$ cat config.mk
export PLATFORM = sky130hd
export DESIGN_NAME = ptb_ctrl
export DESIGN_NICKNAME = d
export VERILOG_FILES = /design/src/hdl/ptb_pkg.sv /design/src/hdl/ptb_ctrl.sv
export SDC_FILE = /design/constraint.sdc
export NUM_CORES = 1
export LEC_CHECK = 0
export BUFFER_PORTS_ARGS = -buffer_cell sky130_fd_sc_hd__buf_2
export CAP_MARGIN = 20
export CORE_MARGIN = 5
export CORE_UTILIZATION = 54
export DETAILED_ROUTE_END_ITERATION = 16
export PLACE_DENSITY = 0.81
export SYNTH_ARGS = -nofsm -noshare
export SYNTH_HDL_FRONTEND = slang
export SYNTH_SLANG_ARGS = --single-unit
$ cat constraint.sdc
create_clock -name i_clk -period 4.56 [get_ports i_clk]
set_input_delay 0.228 -clock i_clk [delete_from_list [all_inputs] [get_ports i_clk]]
set_output_delay 0.228 -clock i_clk [all_outputs]
set_load 0.1 [all_outputs]
$ cat src/hdl/ptb_pkg.sv
`default_nettype none
// ----------------------------------------------------------------------------
// ptb_pkg
// Shared types and constants of the path transform and bounding box block.
// ----------------------------------------------------------------------------
package ptb_pkg;

    localparam int DATA_W     = 32;
    localparam int CFG_ADDR_W = 3;
    // 33 x 33 signed product
    localparam int PROD_W     = 66;

    // Configuration register indexes
    localparam logic [CFG_ADDR_W-1:0] CFG_MAT_A       = 3'd0;
    localparam logic [CFG_ADDR_W-1:0] CFG_MAT_B       = 3'd1;
    localparam logic [CFG_ADDR_W-1:0] CFG_MAT_C       = 3'd2;
    localparam logic [CFG_ADDR_W-1:0] CFG_MAT_D       = 3'd3;
    localparam logic [CFG_ADDR_W-1:0] CFG_MAT_E       = 3'd4;
    localparam logic [CFG_ADDR_W-1:0] CFG_MAT_F       = 3'd5;
    localparam logic [CFG_ADDR_W-1:0] CFG_LINE_WIDTH  = 3'd6;
    localparam logic [CFG_ADDR_W-1:0] CFG_MITER_LIMIT = 3'd7;

    typedef struct packed {
        logic signed [31:0] x_in;
        logic signed [31:0] y_in;
        logic               point_valid;
        logic               end_of_path;
    } t_point_in;

    typedef struct packed {
        logic signed [31:0] x_out;
        logic signed [31:0] y_out;
        logic signed [31:0] box_x0;
        logic signed [31:0] box_y0;
        logic signed [31:0] box_x1;
        logic signed [31:0] box_y1;
        logic               box_ready;
    } t_result;

    // Operand pairs of the shared multiplier
    typedef enum logic [2:0] {
        MS_AX,
        MS_CY,
        MS_BX,
        MS_DY,
        MS_WM,
        MS_EM
    } t_mul_sel;

    typedef struct packed {
        logic     load;
        logic     mul_en;
        t_mul_sel mul_sel;
        logic     acc_en;
        logic     sum_x;
        logic     sum_y;
        logic     box;
        logic     ex_sat;
        logic     fin;
    } t_ctrl_cmd;

    typedef struct packed {
        logic eop;
        logic stroke;
        logic miter_big;
        logic out_free;
    } t_ctrl_stat;

endpackage : ptb_pkg
`default_nettype wire

$ cat src/hdl/ptb_ctrl.sv
`default_nettype none
// ----------------------------------------------------------------------------
// ptb_ctrl
// Sequencer: steps the datapath through transform, box update, stroke
// expansion and result hand-off for one request at a time.
// ----------------------------------------------------------------------------
module ptb_ctrl (
    input  wire logic               i_clk,
    input  wire logic               i_rst_n,
    input  wire logic               i_in_valid,
    input  wire logic               i_point_valid,
    output logic                    o_in_ready,
    input  wire ptb_pkg::t_ctrl_stat i_stat,
    output ptb_pkg::t_ctrl_cmd      o_cmd
);
    import ptb_pkg::*;

    typedef enum logic [11:0] {
        S_IDLE  = 12'b0000_0000_0001,
        S_M_AX  = 12'b0000_0000_0010,
        S_M_CY  = 12'b0000_0000_0100,
        S_M_BX  = 12'b0000_0000_1000,
        S_M_DY  = 12'b0000_0001_0000,
        S_SUM_Y = 12'b0000_0010_0000,
        S_BOX   = 12'b0000_0100_0000,
        S_M_WM  = 12'b0000_1000_0000,
        S_SAT_W = 12'b0001_0000_0000,
        S_M_EM  = 12'b0010_0000_0000,
        S_SAT_M = 12'b0100_0000_0000,
        S_FIN   = 12'b1000_0000_0000
    } t_state;

    t_state r_state;
    t_state n_state;

    always_ff @(posedge i_clk) begin
        if (!i_rst_n) begin
            r_state <= S_IDLE;
        end else begin
            r_state <= n_state;
        end
    end

    always_comb begin
        n_state       = r_state;
        o_cmd         = '0;
        o_cmd.mul_sel = MS_AX;
        o_in_ready    = 1'b0;
        unique case (r_state)
            S_IDLE: begin
                o_in_ready = 1'b1;
                if (i_in_valid) begin
                    o_cmd.load = 1'b1;
                    // skip the transform for an empty path marker
                    n_state = i_point_valid ? S_M_AX : S_BOX;
                end
            end
            S_M_AX: begin
                o_cmd.mul_en  = 1'b1;
                o_cmd.mul_sel = MS_AX;
                n_state       = S_M_CY;
            end
            S_M_CY: begin
                o_cmd.mul_en  = 1'b1;
                o_cmd.mul_sel = MS_CY;
                o_cmd.acc_en  = 1'b1;
                n_state       = S_M_BX;
            end
            S_M_BX: begin
                o_cmd.mul_en  = 1'b1;
                o_cmd.mul_sel = MS_BX;
                o_cmd.sum_x   = 1'b1;
                n_state       = S_M_DY;
            end
            S_M_DY: begin
                o_cmd.mul_en  = 1'b1;
                o_cmd.mul_sel = MS_DY;
                o_cmd.acc_en  = 1'b1;
                n_state       = S_SUM_Y;
            end
            S_SUM_Y: begin
                o_cmd.sum_y = 1'b1;
                n_state     = S_BOX;
            end
            S_BOX: begin
                o_cmd.box = 1'b1;
                n_state   = (i_stat.eop && i_stat.stroke) ? S_M_WM : S_FIN;
            end
            S_M_WM: begin
                o_cmd.mul_en  = 1'b1;
                o_cmd.mul_sel = MS_WM;
                n_state       = S_SAT_W;
            end
            S_SAT_W: begin
                o_cmd.ex_sat = 1'b1;
                n_state      = i_stat.miter_big ? S_M_EM : S_FIN;
            end
            S_M_EM: begin
                o_cmd.mul_en  = 1'b1;
                o_cmd.mul_sel = MS_EM;
                n_state       = S_SAT_M;
            end
            S_SAT_M: begin
                o_cmd.ex_sat = 1'b1;
                n_state      = S_FIN;
            end
            S_FIN: begin
                // hold until the output register can take the result
                if (i_stat.out_free) begin
                    o_cmd.fin = 1'b1;
                    n_state   = S_IDLE;
                end
            end
            default: begin
                n_state = S_IDLE;
            end
        endcase
    end

endmodule : ptb_ctrl
`default_nettype wire

### Yosys cells after proc, flatten, opt, wreduce, memory -nomap -nowiden

Index checks and enable logic that the tools add are counted.

| word-level totals | value |
|---|---|
| input port bits | 8 |
| logic and storage cells | 36 |
| bits in registers | 12 |
| output and inout port bits | 12 |

| cells by class | value |
|---|---|
| equal/unequal tests | 14 |
| multiplexer cells | 17 |
| reductions and logical operators | 4 |

Operators by type and width:

| cell | number |
|---|---|
| $pmux 12 s12 | 1 |
| $mux 12 | 4 |
| $pmux 4 s6 | 1 |
| $eq 12x1->1 const B | 1 |
| $eq 12x10->1 const B | 1 |
| $eq 12x11->1 const B | 1 |
| $eq 12x12->1 const B | 1 |
| $eq 12x2->1 const B | 1 |
| $eq 12x3->1 const B | 1 |
| $eq 12x4->1 const B | 1 |
| $eq 12x5->1 const B | 1 |
| $eq 12x6->1 const B | 1 |
| $eq 12x7->1 const B | 1 |
| $eq 12x8->1 const B | 1 |
| $eq 12x9->1 const B | 1 |
| $mux 1 | 10 |
| $mux 7 | 1 |
| $ne 2x2->1 const B | 2 |
| $reduce_or 2->1 | 2 |
| $reduce_and 2->1 | 1 |
| $logic_and 1x1->1 | 1 |

### Longest topological paths before layout

Gate-level depths: netlist of run 1.

| depth | value |
|---|---|
| depth after elaboration | 3 |
| depth in mapped cells | 6 |
| mapped depth without buffers | 4 |

### Worst setup path before layout of run 1

No wires, ideal clock.

| timing | value |
|---|---|
| path type | register -> register |
| from | reg r_state[0] |
| to | reg r_state[7] |
| clock period less this slack | 4.588 ns |
| setup time | 0.074 ns |
| slack | -0.028 ns |
| cell stages (with the launch flop) | 5 |
| data required time | 4.486 ns |
| data arrival time | 4.515 ns |
| path buffers | 1 |
| path through | dfxtp_1 clkbuf_1 or4_1 nor4_1 and4_1 |

| between the ends | value |
|---|---|
| longest elaborated chain between the ends | 3 |
| elaborated cells between the ends (all ways) | 16 |
| those cells by class | eq/ne: 14; mux: 1; reduce/logical: 1 |

Ends and longest elaborated chain:

| what | RTL line | text |
|---|---|---|
| from (decl) | ptb_ctrl.sv:33 | `t_state r_state;` |
| from (signal assigned) | ptb_ctrl.sv:40 | `r_state <= n_state;` |
| $eq 12x12->1 or $eq 12x1->1 (tied branches) | ptb_ctrl.sv:49 | `unique case (r_state)` |
| $ne 2x2->1 (no source line) | -- |  |
| $reduce_and 2->1 (no source line) | -- |  |

Parallel ways exist; a longest one is shown, timed or not.
A chain may end at the register's enable or synchronous reset.

==> flow_metrics.env, run 1 <==
export IMPL_whs_endpoint="r_state[1]"
export IMPL_top_regs="r_state x12"
export IMPL_hold_buffers=0
export IMPL_yosys_area_top_type_share=0.304
export IMPL_post_cts_buffers=0
export IMPL_pin_count=20
export IMPL_finalSetupViolCount=0
export IMPL_grt_max_degree=11
export IMPL_cts_tree="done"
export IMPL_r2r_cells=4
export IMPL_largest_reg_flops=12
export IMPL_regMostFlops="r_state"
export IMPL_cts_max_level=1
export IMPL_area_growth_pct=12.2
export IMPL_syn_cell_area_sq_um=791
export IMPL_ant_nets=0
export IMPL_ff2ff_setup_slack_ps=2520
export IMPL_worst_slack_ps=1840
export IMPL_nFillCells=127
export IMPL_tns_ps=0
export IMPL_postCtsResizedCells=0
export IMPL_initial_core_util=0.586
export IMPL_post_route_period_util=0.596
export IMPL_fin_worst_skew_ps=11.2
export IMPL_ys_warn_count=0
export IMPL_netlist_top_cells_area="dfxtp_1 30%, nor3_1 5.7%, nor2_1 5.7%"
export IMPL_core_sq_um=1350
export IMPL_fmax_mhz=368
export IMPL_grt_pass1_wl_um=3160
export IMPL_placed_area_sq_um=865
export IMPL_overflow=0
export IMPL_insertion_delay_ps=280
export IMPL_synth_edff_count=0
export IMPL_synth_seq_cells=12
export IMPL_pre_cts_slack_ps=2150
export IMPL_dp_hpwl_um=1480
export IMPL_worstPathMaxFanout=7
export IMPL_r2r_end="r_state[8]"
export IMPL_routedWlPerCell_um=14.7
export IMPL_power_density_nw_per_um2=313
export IMPL_critPathLaunchType="register"
export IMPL_yosysTopAreaCell="dfxtp_1"
export IMPL_vdd_ir_drop_max_uv=171
export IMPL_multi_input_area_sq_um=492
export IMPL_gr_usage_all_layers=0.200
export IMPL_min_period_ps=2720
export IMPL_async_reset_ff_frac=0
export IMPL_fp_row_count=13
export IMPL_clock_path_buffers=2
export IMPL_via_count=775
export IMPL_vias_per_cell=6.01
export IMPL_synthesis_nets=108
export IMPL_slew_limit_headroom=0.675
export IMPL_first_iter_violations=22
export IMPL_dr_pass1_iters=4
export IMPL_cts_root_buf="clkbuf_4"
export IMPL_leakagePower_nw=0.421
export IMPL_synth_ff_type="dfxtp_1"
export IMPL_status="completed"
export IMPL_end_kind="primary output"
export IMPL_final_area_sq_um=887
export IMPL_cts_inserted_buffers=3
export IMPL_seqCellArea_sq_um=240
export IMPL_dieArea_sq_um=2330
export IMPL_clock_sinks=12
export IMPL_num_antenna_cells=0
export IMPL_gp_congestion=0.851
export IMPL_layout_drive_gt1_share=0.272
export IMPL_critPathKind="register to primary output"
export IMPL_cp_data_required_time_ps=4330
export IMPL_finalNetCount=124
export IMPL_clk_pin_slew_worst_paths_ps=80
export IMPL_numPortBuffers=19
export IMPL_drc=0
export IMPL_tightest_slew_ps=491
export IMPL_syn_area_per_cell_sq_um=7.91
export IMPL_drv_cap=0
export IMPL_netlist_instances=100
export IMPL_cp_data_arrival_time_ps=2490
export IMPL_antenna_found_initial=0
export IMPL_slew_viol_final=0
export IMPL_timing_rr_start="r_state[0]"
export IMPL_hold_viol=0
export IMPL_rsz0062_at_grt="no"
export IMPL_hold_class="primary input to register"
export IMPL_die_w_um=48.3
export IMPL_die_h_um=48.3
export IMPL_hold_start="i_point_valid"
export IMPL_seq_area_frac_synth=0.304
export IMPL_ys_types=37
export IMPL_first_global_vias=680
export IMPL_routed_wl_um=1900
export IMPL_worstHoldPathCells=2
==> per-stage QoR <==
| stage | util | hold WS (ps) | std cells | power (mW) |
|---|---|---|---|---|
| final | 0.657 | 184 | 129 | 0.278 |
| after global routing | 0.657 | 177 | 129 | 0.295 |
| after CTS | 0.657 | 180 | 129 | 0.280 |
| after detailed placement | 0.640 | 466 | 126 | 0.214 |
| after global placement | 0.640 | 462 | 126 | 0.213 |
| after floorplan | - | 346 | 100 | 0.197 |
==> worst max path at each step <==
| stage | from | to | depth (start not counted) |
|---|---|---|---|
| 6_report | r_state[5] | o_cmd[9] | 4 |
| 4_1_cts | r_state[6] | o_cmd[9] | 4 |
| 3_5_place_dp | r_state[5] | o_cmd[9] | 4 |
| 2_1_floorplan | r_state[2] | r_state[1] | 5 |
| 3_3_place_gp | r_state[6] | o_cmd[9] | 4 |
| 5_1_grt | r_state[5] | o_cmd[9] | 4 |
==> synthesized netlist by cell type, types with 2 or more instances <==
| master | number |
|---|---|
| a21oi_1 | 2 |
| and3_1 | 2 |
| and4_1 | 3 |
| buf_6 | 2 |
| clkbuf_1 | 4 |
| dfxtp_1 | 12 |
| inv_1 | 5 |
| nand2_1 | 7 |
| nand2b_1 | 2 |
| nand3_1 | 3 |
| nand4_1 | 3 |
| nor2_1 | 12 |
| nor3_1 | 9 |
| nor4_1 | 5 |
| o21ai_0 | 4 |
| or4_1 | 2 |
| xor2_1 | 3 |
==> routing by layer <==
metal	vias up	part of all wire	global-route usage	wire, um
li1	398	-	-	-
met1	352	0.45	0.250	862
met2	25	0.47	0.326	892
met3	0	0.077	0.0812	146
met4	0	0	0.0323	0
met5	-	0	0	0
==> layout make-up <==
cell class | instances | area share
Timing Repair Buffer | 19 | 0.107
Tap cell | 15 | 0.0212
Multi-Input combinational cell | 75 | 0.554
Sequential cell | 12 | 0.271
Inverter | 5 | 0.0212
Clock buffer | 3 | 0.0254
==> placed cells by master, fill, tap and decap left out, types with 2 or more instances in the layout <==
| cell | count |
|---|---|
| a21oi_1 | 2 |
| and3_1 | 2 |
| and4_1 | 3 |
| buf_2 | 19 |
| clkbuf_4 | 3 |
| dfxtp_1 | 12 |
| inv_1 | 5 |
| nand2_1 | 7 |
| nand2b_1 | 2 |
| nand3_1 | 3 |
| nand4_1 | 3 |
| nor2_1 | 12 |
| nor3_1 | 9 |
| nor4_1 | 4 |
| o21ai_0 | 4 |
| or4_1 | 2 |
| xor2_1 | 3 |
==> kinds of logic after synthesis <==
kind of cell | Yosys count | share of synthesized area
buffers and inverters | 13 | 0.0823
AO/OA/AOI/OAI | 14 | 0.154
XOR/XNOR | 4 | 0.0443
flip-flops | 12 | 0.304
AND/OR/NAND/NOR | 57 | 0.416
==> power breakdown <==
part	internal, mW	leakage, nW	switching [mW]
clock network	0.0306	0.0138	0.0343
registers	0.108	0.0972	0.00721
logic	0.0268	0.310	0.0704
total	0.166	0.421	0.112
==> critical path: stages (launching register included) <==
cell and delay (ps):
dfxtp_1 350, or4_1 690, or3_4 400, o311ai_4 290, buf_2 480
No activity file was read; power rests on OpenSTA's default activity.
==> inputs of run 2 (changes only) <==
Settings changed: CORE_UTILIZATION 54 to 51, PLACE_DENSITY 0.81 to 0.77.
Clock period 4.56 ns to 2.6 ns, I/O delays scaled along.
==> run 2 against run 1 <==
Effect of this change:
- first-iteration DRC count shrank 4.5%
- count of clock-buffer cells in the layout is 1 higher
- cell count increased by 3.1%
- wire length grew 2.3%
- clock power rose by 140%
- via count up 3.7%
- core utilization is 1.9 points lower
- flip-flop and latch count stayed put
- sequential share of layout area fell by 1.8 points
==> flow_metrics.env, run 2 (synthesized netlist as in run 1, its figures left out) <==
export IMPL_layout_drive_gt1_share=0.316
export IMPL_finalSetupViolCount=0
export IMPL_power_density_nw_per_um2=578
export IMPL_regMostFlops="r_state"
export IMPL_fmax_mhz=400
export IMPL_layout_commonest_cell="buf_2"
export IMPL_tns_ps=0
export IMPL_cp_data_required_time_ps=2470
export IMPL_routed_wl_um=1940
export IMPL_rsz0062_at_grt="no"
export IMPL_fp_row_count=14
export IMPL_die_h_um=49.4
export IMPL_tightest_slew_ps=590
export IMPL_overflow=0
export IMPL_instances_no_fill=133
export IMPL_utilization=0.638
export IMPL_clock_sinks=12
export IMPL_p_total_mw=0.549
export IMPL_cts_root_buf="clkbuf_4"
export IMPL_switchingPower_mw=0.211
export IMPL_gr_usage_all_layers=0.172
export IMPL_dp_hpwl_um=1520
export IMPL_p_sw_frac=0.384
export IMPL_area_growth_pct=20.1
export IMPL_hold_viol=0
export IMPL_grt_pass1_wl_um=3300
export IMPL_cts_max_level=1
export IMPL_core_sq_um=1490
export IMPL_min_period_ps=2500
export IMPL_worstPathMaxFanout=9
export IMPL_cp_data_arrival_time_ps=2370
export IMPL_slew_viol_final=0
export IMPL_dieArea_sq_um=2440
export IMPL_numPortBuffers=19
export IMPL_clockPowerShare=0.278
export IMPL_leakagePower_nw=0.446
export IMPL_top_regs="r_state x12"
export IMPL_insertion_delay_ps=290
export IMPL_first_iter_violations=21
export IMPL_hold_buffers=0
export IMPL_drc=0
export IMPL_vias_per_cell=6.05
export IMPL_cts_inserted_buffers=3
export IMPL_via_count=804
export IMPL_dr_pass1_iters=4
export IMPL_clock_path_buffers=2
export IMPL_layout_common_cells="18 x buf_2, 12 x nor2_1, 12 x dfxtp_1, 8 x nor3_1, 7 x nand2_1"
export IMPL_pin_count=20
export IMPL_slew_limit_headroom=0.602
export IMPL_p_int_mw=0.338
export IMPL_seqPwrFrac=0.369
export IMPL_grt_max_degree=11
export IMPL_first_global_vias=725
export IMPL_num_antenna_cells=0
export IMPL_gp_congestion=0.831
export IMPL_initial_core_util=0.531
export IMPL_critPathKind="register to primary output"
export IMPL_vdd_ir_drop_max_uv=423
export IMPL_antenna_found_initial=0
export IMPL_clk_pin_slew_worst_paths_ps=80
export IMPL_fin_worst_skew_ps=7.30
export IMPL_hold_class="primary input to register"
export IMPL_post_place_cells=129
export IMPL_routedWlPerCell_um=14.6
export IMPL_status="completed"
export IMPL_ant_nets=0
export IMPL_cts_tree="done"
export IMPL_nFillCells=121
export IMPL_critPathLaunchType="register"
export IMPL_drv_cap=0
export IMPL_die_w_um=49.4
export IMPL_largest_reg_flops=12
export IMPL_finalNetCount=126
export IMPL_post_route_period_util=0.962
export IMPL_comb_power_share=0.353
export IMPL_end_kind="primary output"
run 2: power by group through the flow:
stage | Clock (mW) | Combinational [mW] | Sequential (mW)
after detailed placement | 0 | 0.193 | 0.206
final | 0.153 | 0.194 | 0.202
after CTS | 0.158 | 0.194 | 0.202
after global placement | 0 | 0.190 | 0.207
after global routing | 0.166 | 0.206 | 0.204
after floorplan | 0 | 0.166 | 0.197
run 2: critical path, stage by stage (launching register included):
cell and delay [ps]:
dfxtp_1 390, or4_4 640, or3_4 420, o311ai_4 250, clkbuf_4 390
run 2: through the flow:
step           area [sq um]  hold WS [ps]  setup slack, ps
2_1_floorplan           831           248            -4.89
3_3_place_gp            911           385              386
3_5_place_dp            911           395              337
4_1_cts                 947          91.8             15.1
5_1_grt                 950           106             13.0
6_report                950           102             98.3
run 2: routing by layer:
layer / track usage / part of all wire
met3: 0.0489 / 0.036
met4: 0.0742 / 0.026
met5: 0 / 0
met2: 0.262 / 0.49
met1: 0.223 / 0.44
run 2: layout make-up:
cell class / count / area, sq um / area share
Inverter: 5 / 18.8 / 0.0198
Sequential cell: 12 / 240 / 0.253
Clock buffer: 4 / 36.3 / 0.0382
Multi-Input combinational cell: 75 / 522 / 0.549
Tap cell: 16 / 20.0 / 0.0211
Timing Repair Buffer: 21 / 113 / 0.119
run 2: path summary, 6_finish.rpt:
kind              depth (start not counted)          to       start  slack (ps)
setup / recovery                          4    o_cmd[9]  r_state[8]         100
hold / removal                            3  r_state[9]   i_stat[1]         100
setup reg to reg                          5  r_state[8]  r_state[7]         380
hold reg to reg                           2  r_state[2]  r_state[1]         560
run 2: repair_timing:
item,4_1_cts,5_1_grt
gates resized for setup,0,1
endpoints found under the setup margin,0,1
endpoints found under the hold margin,0,0
setup buffers,0,0
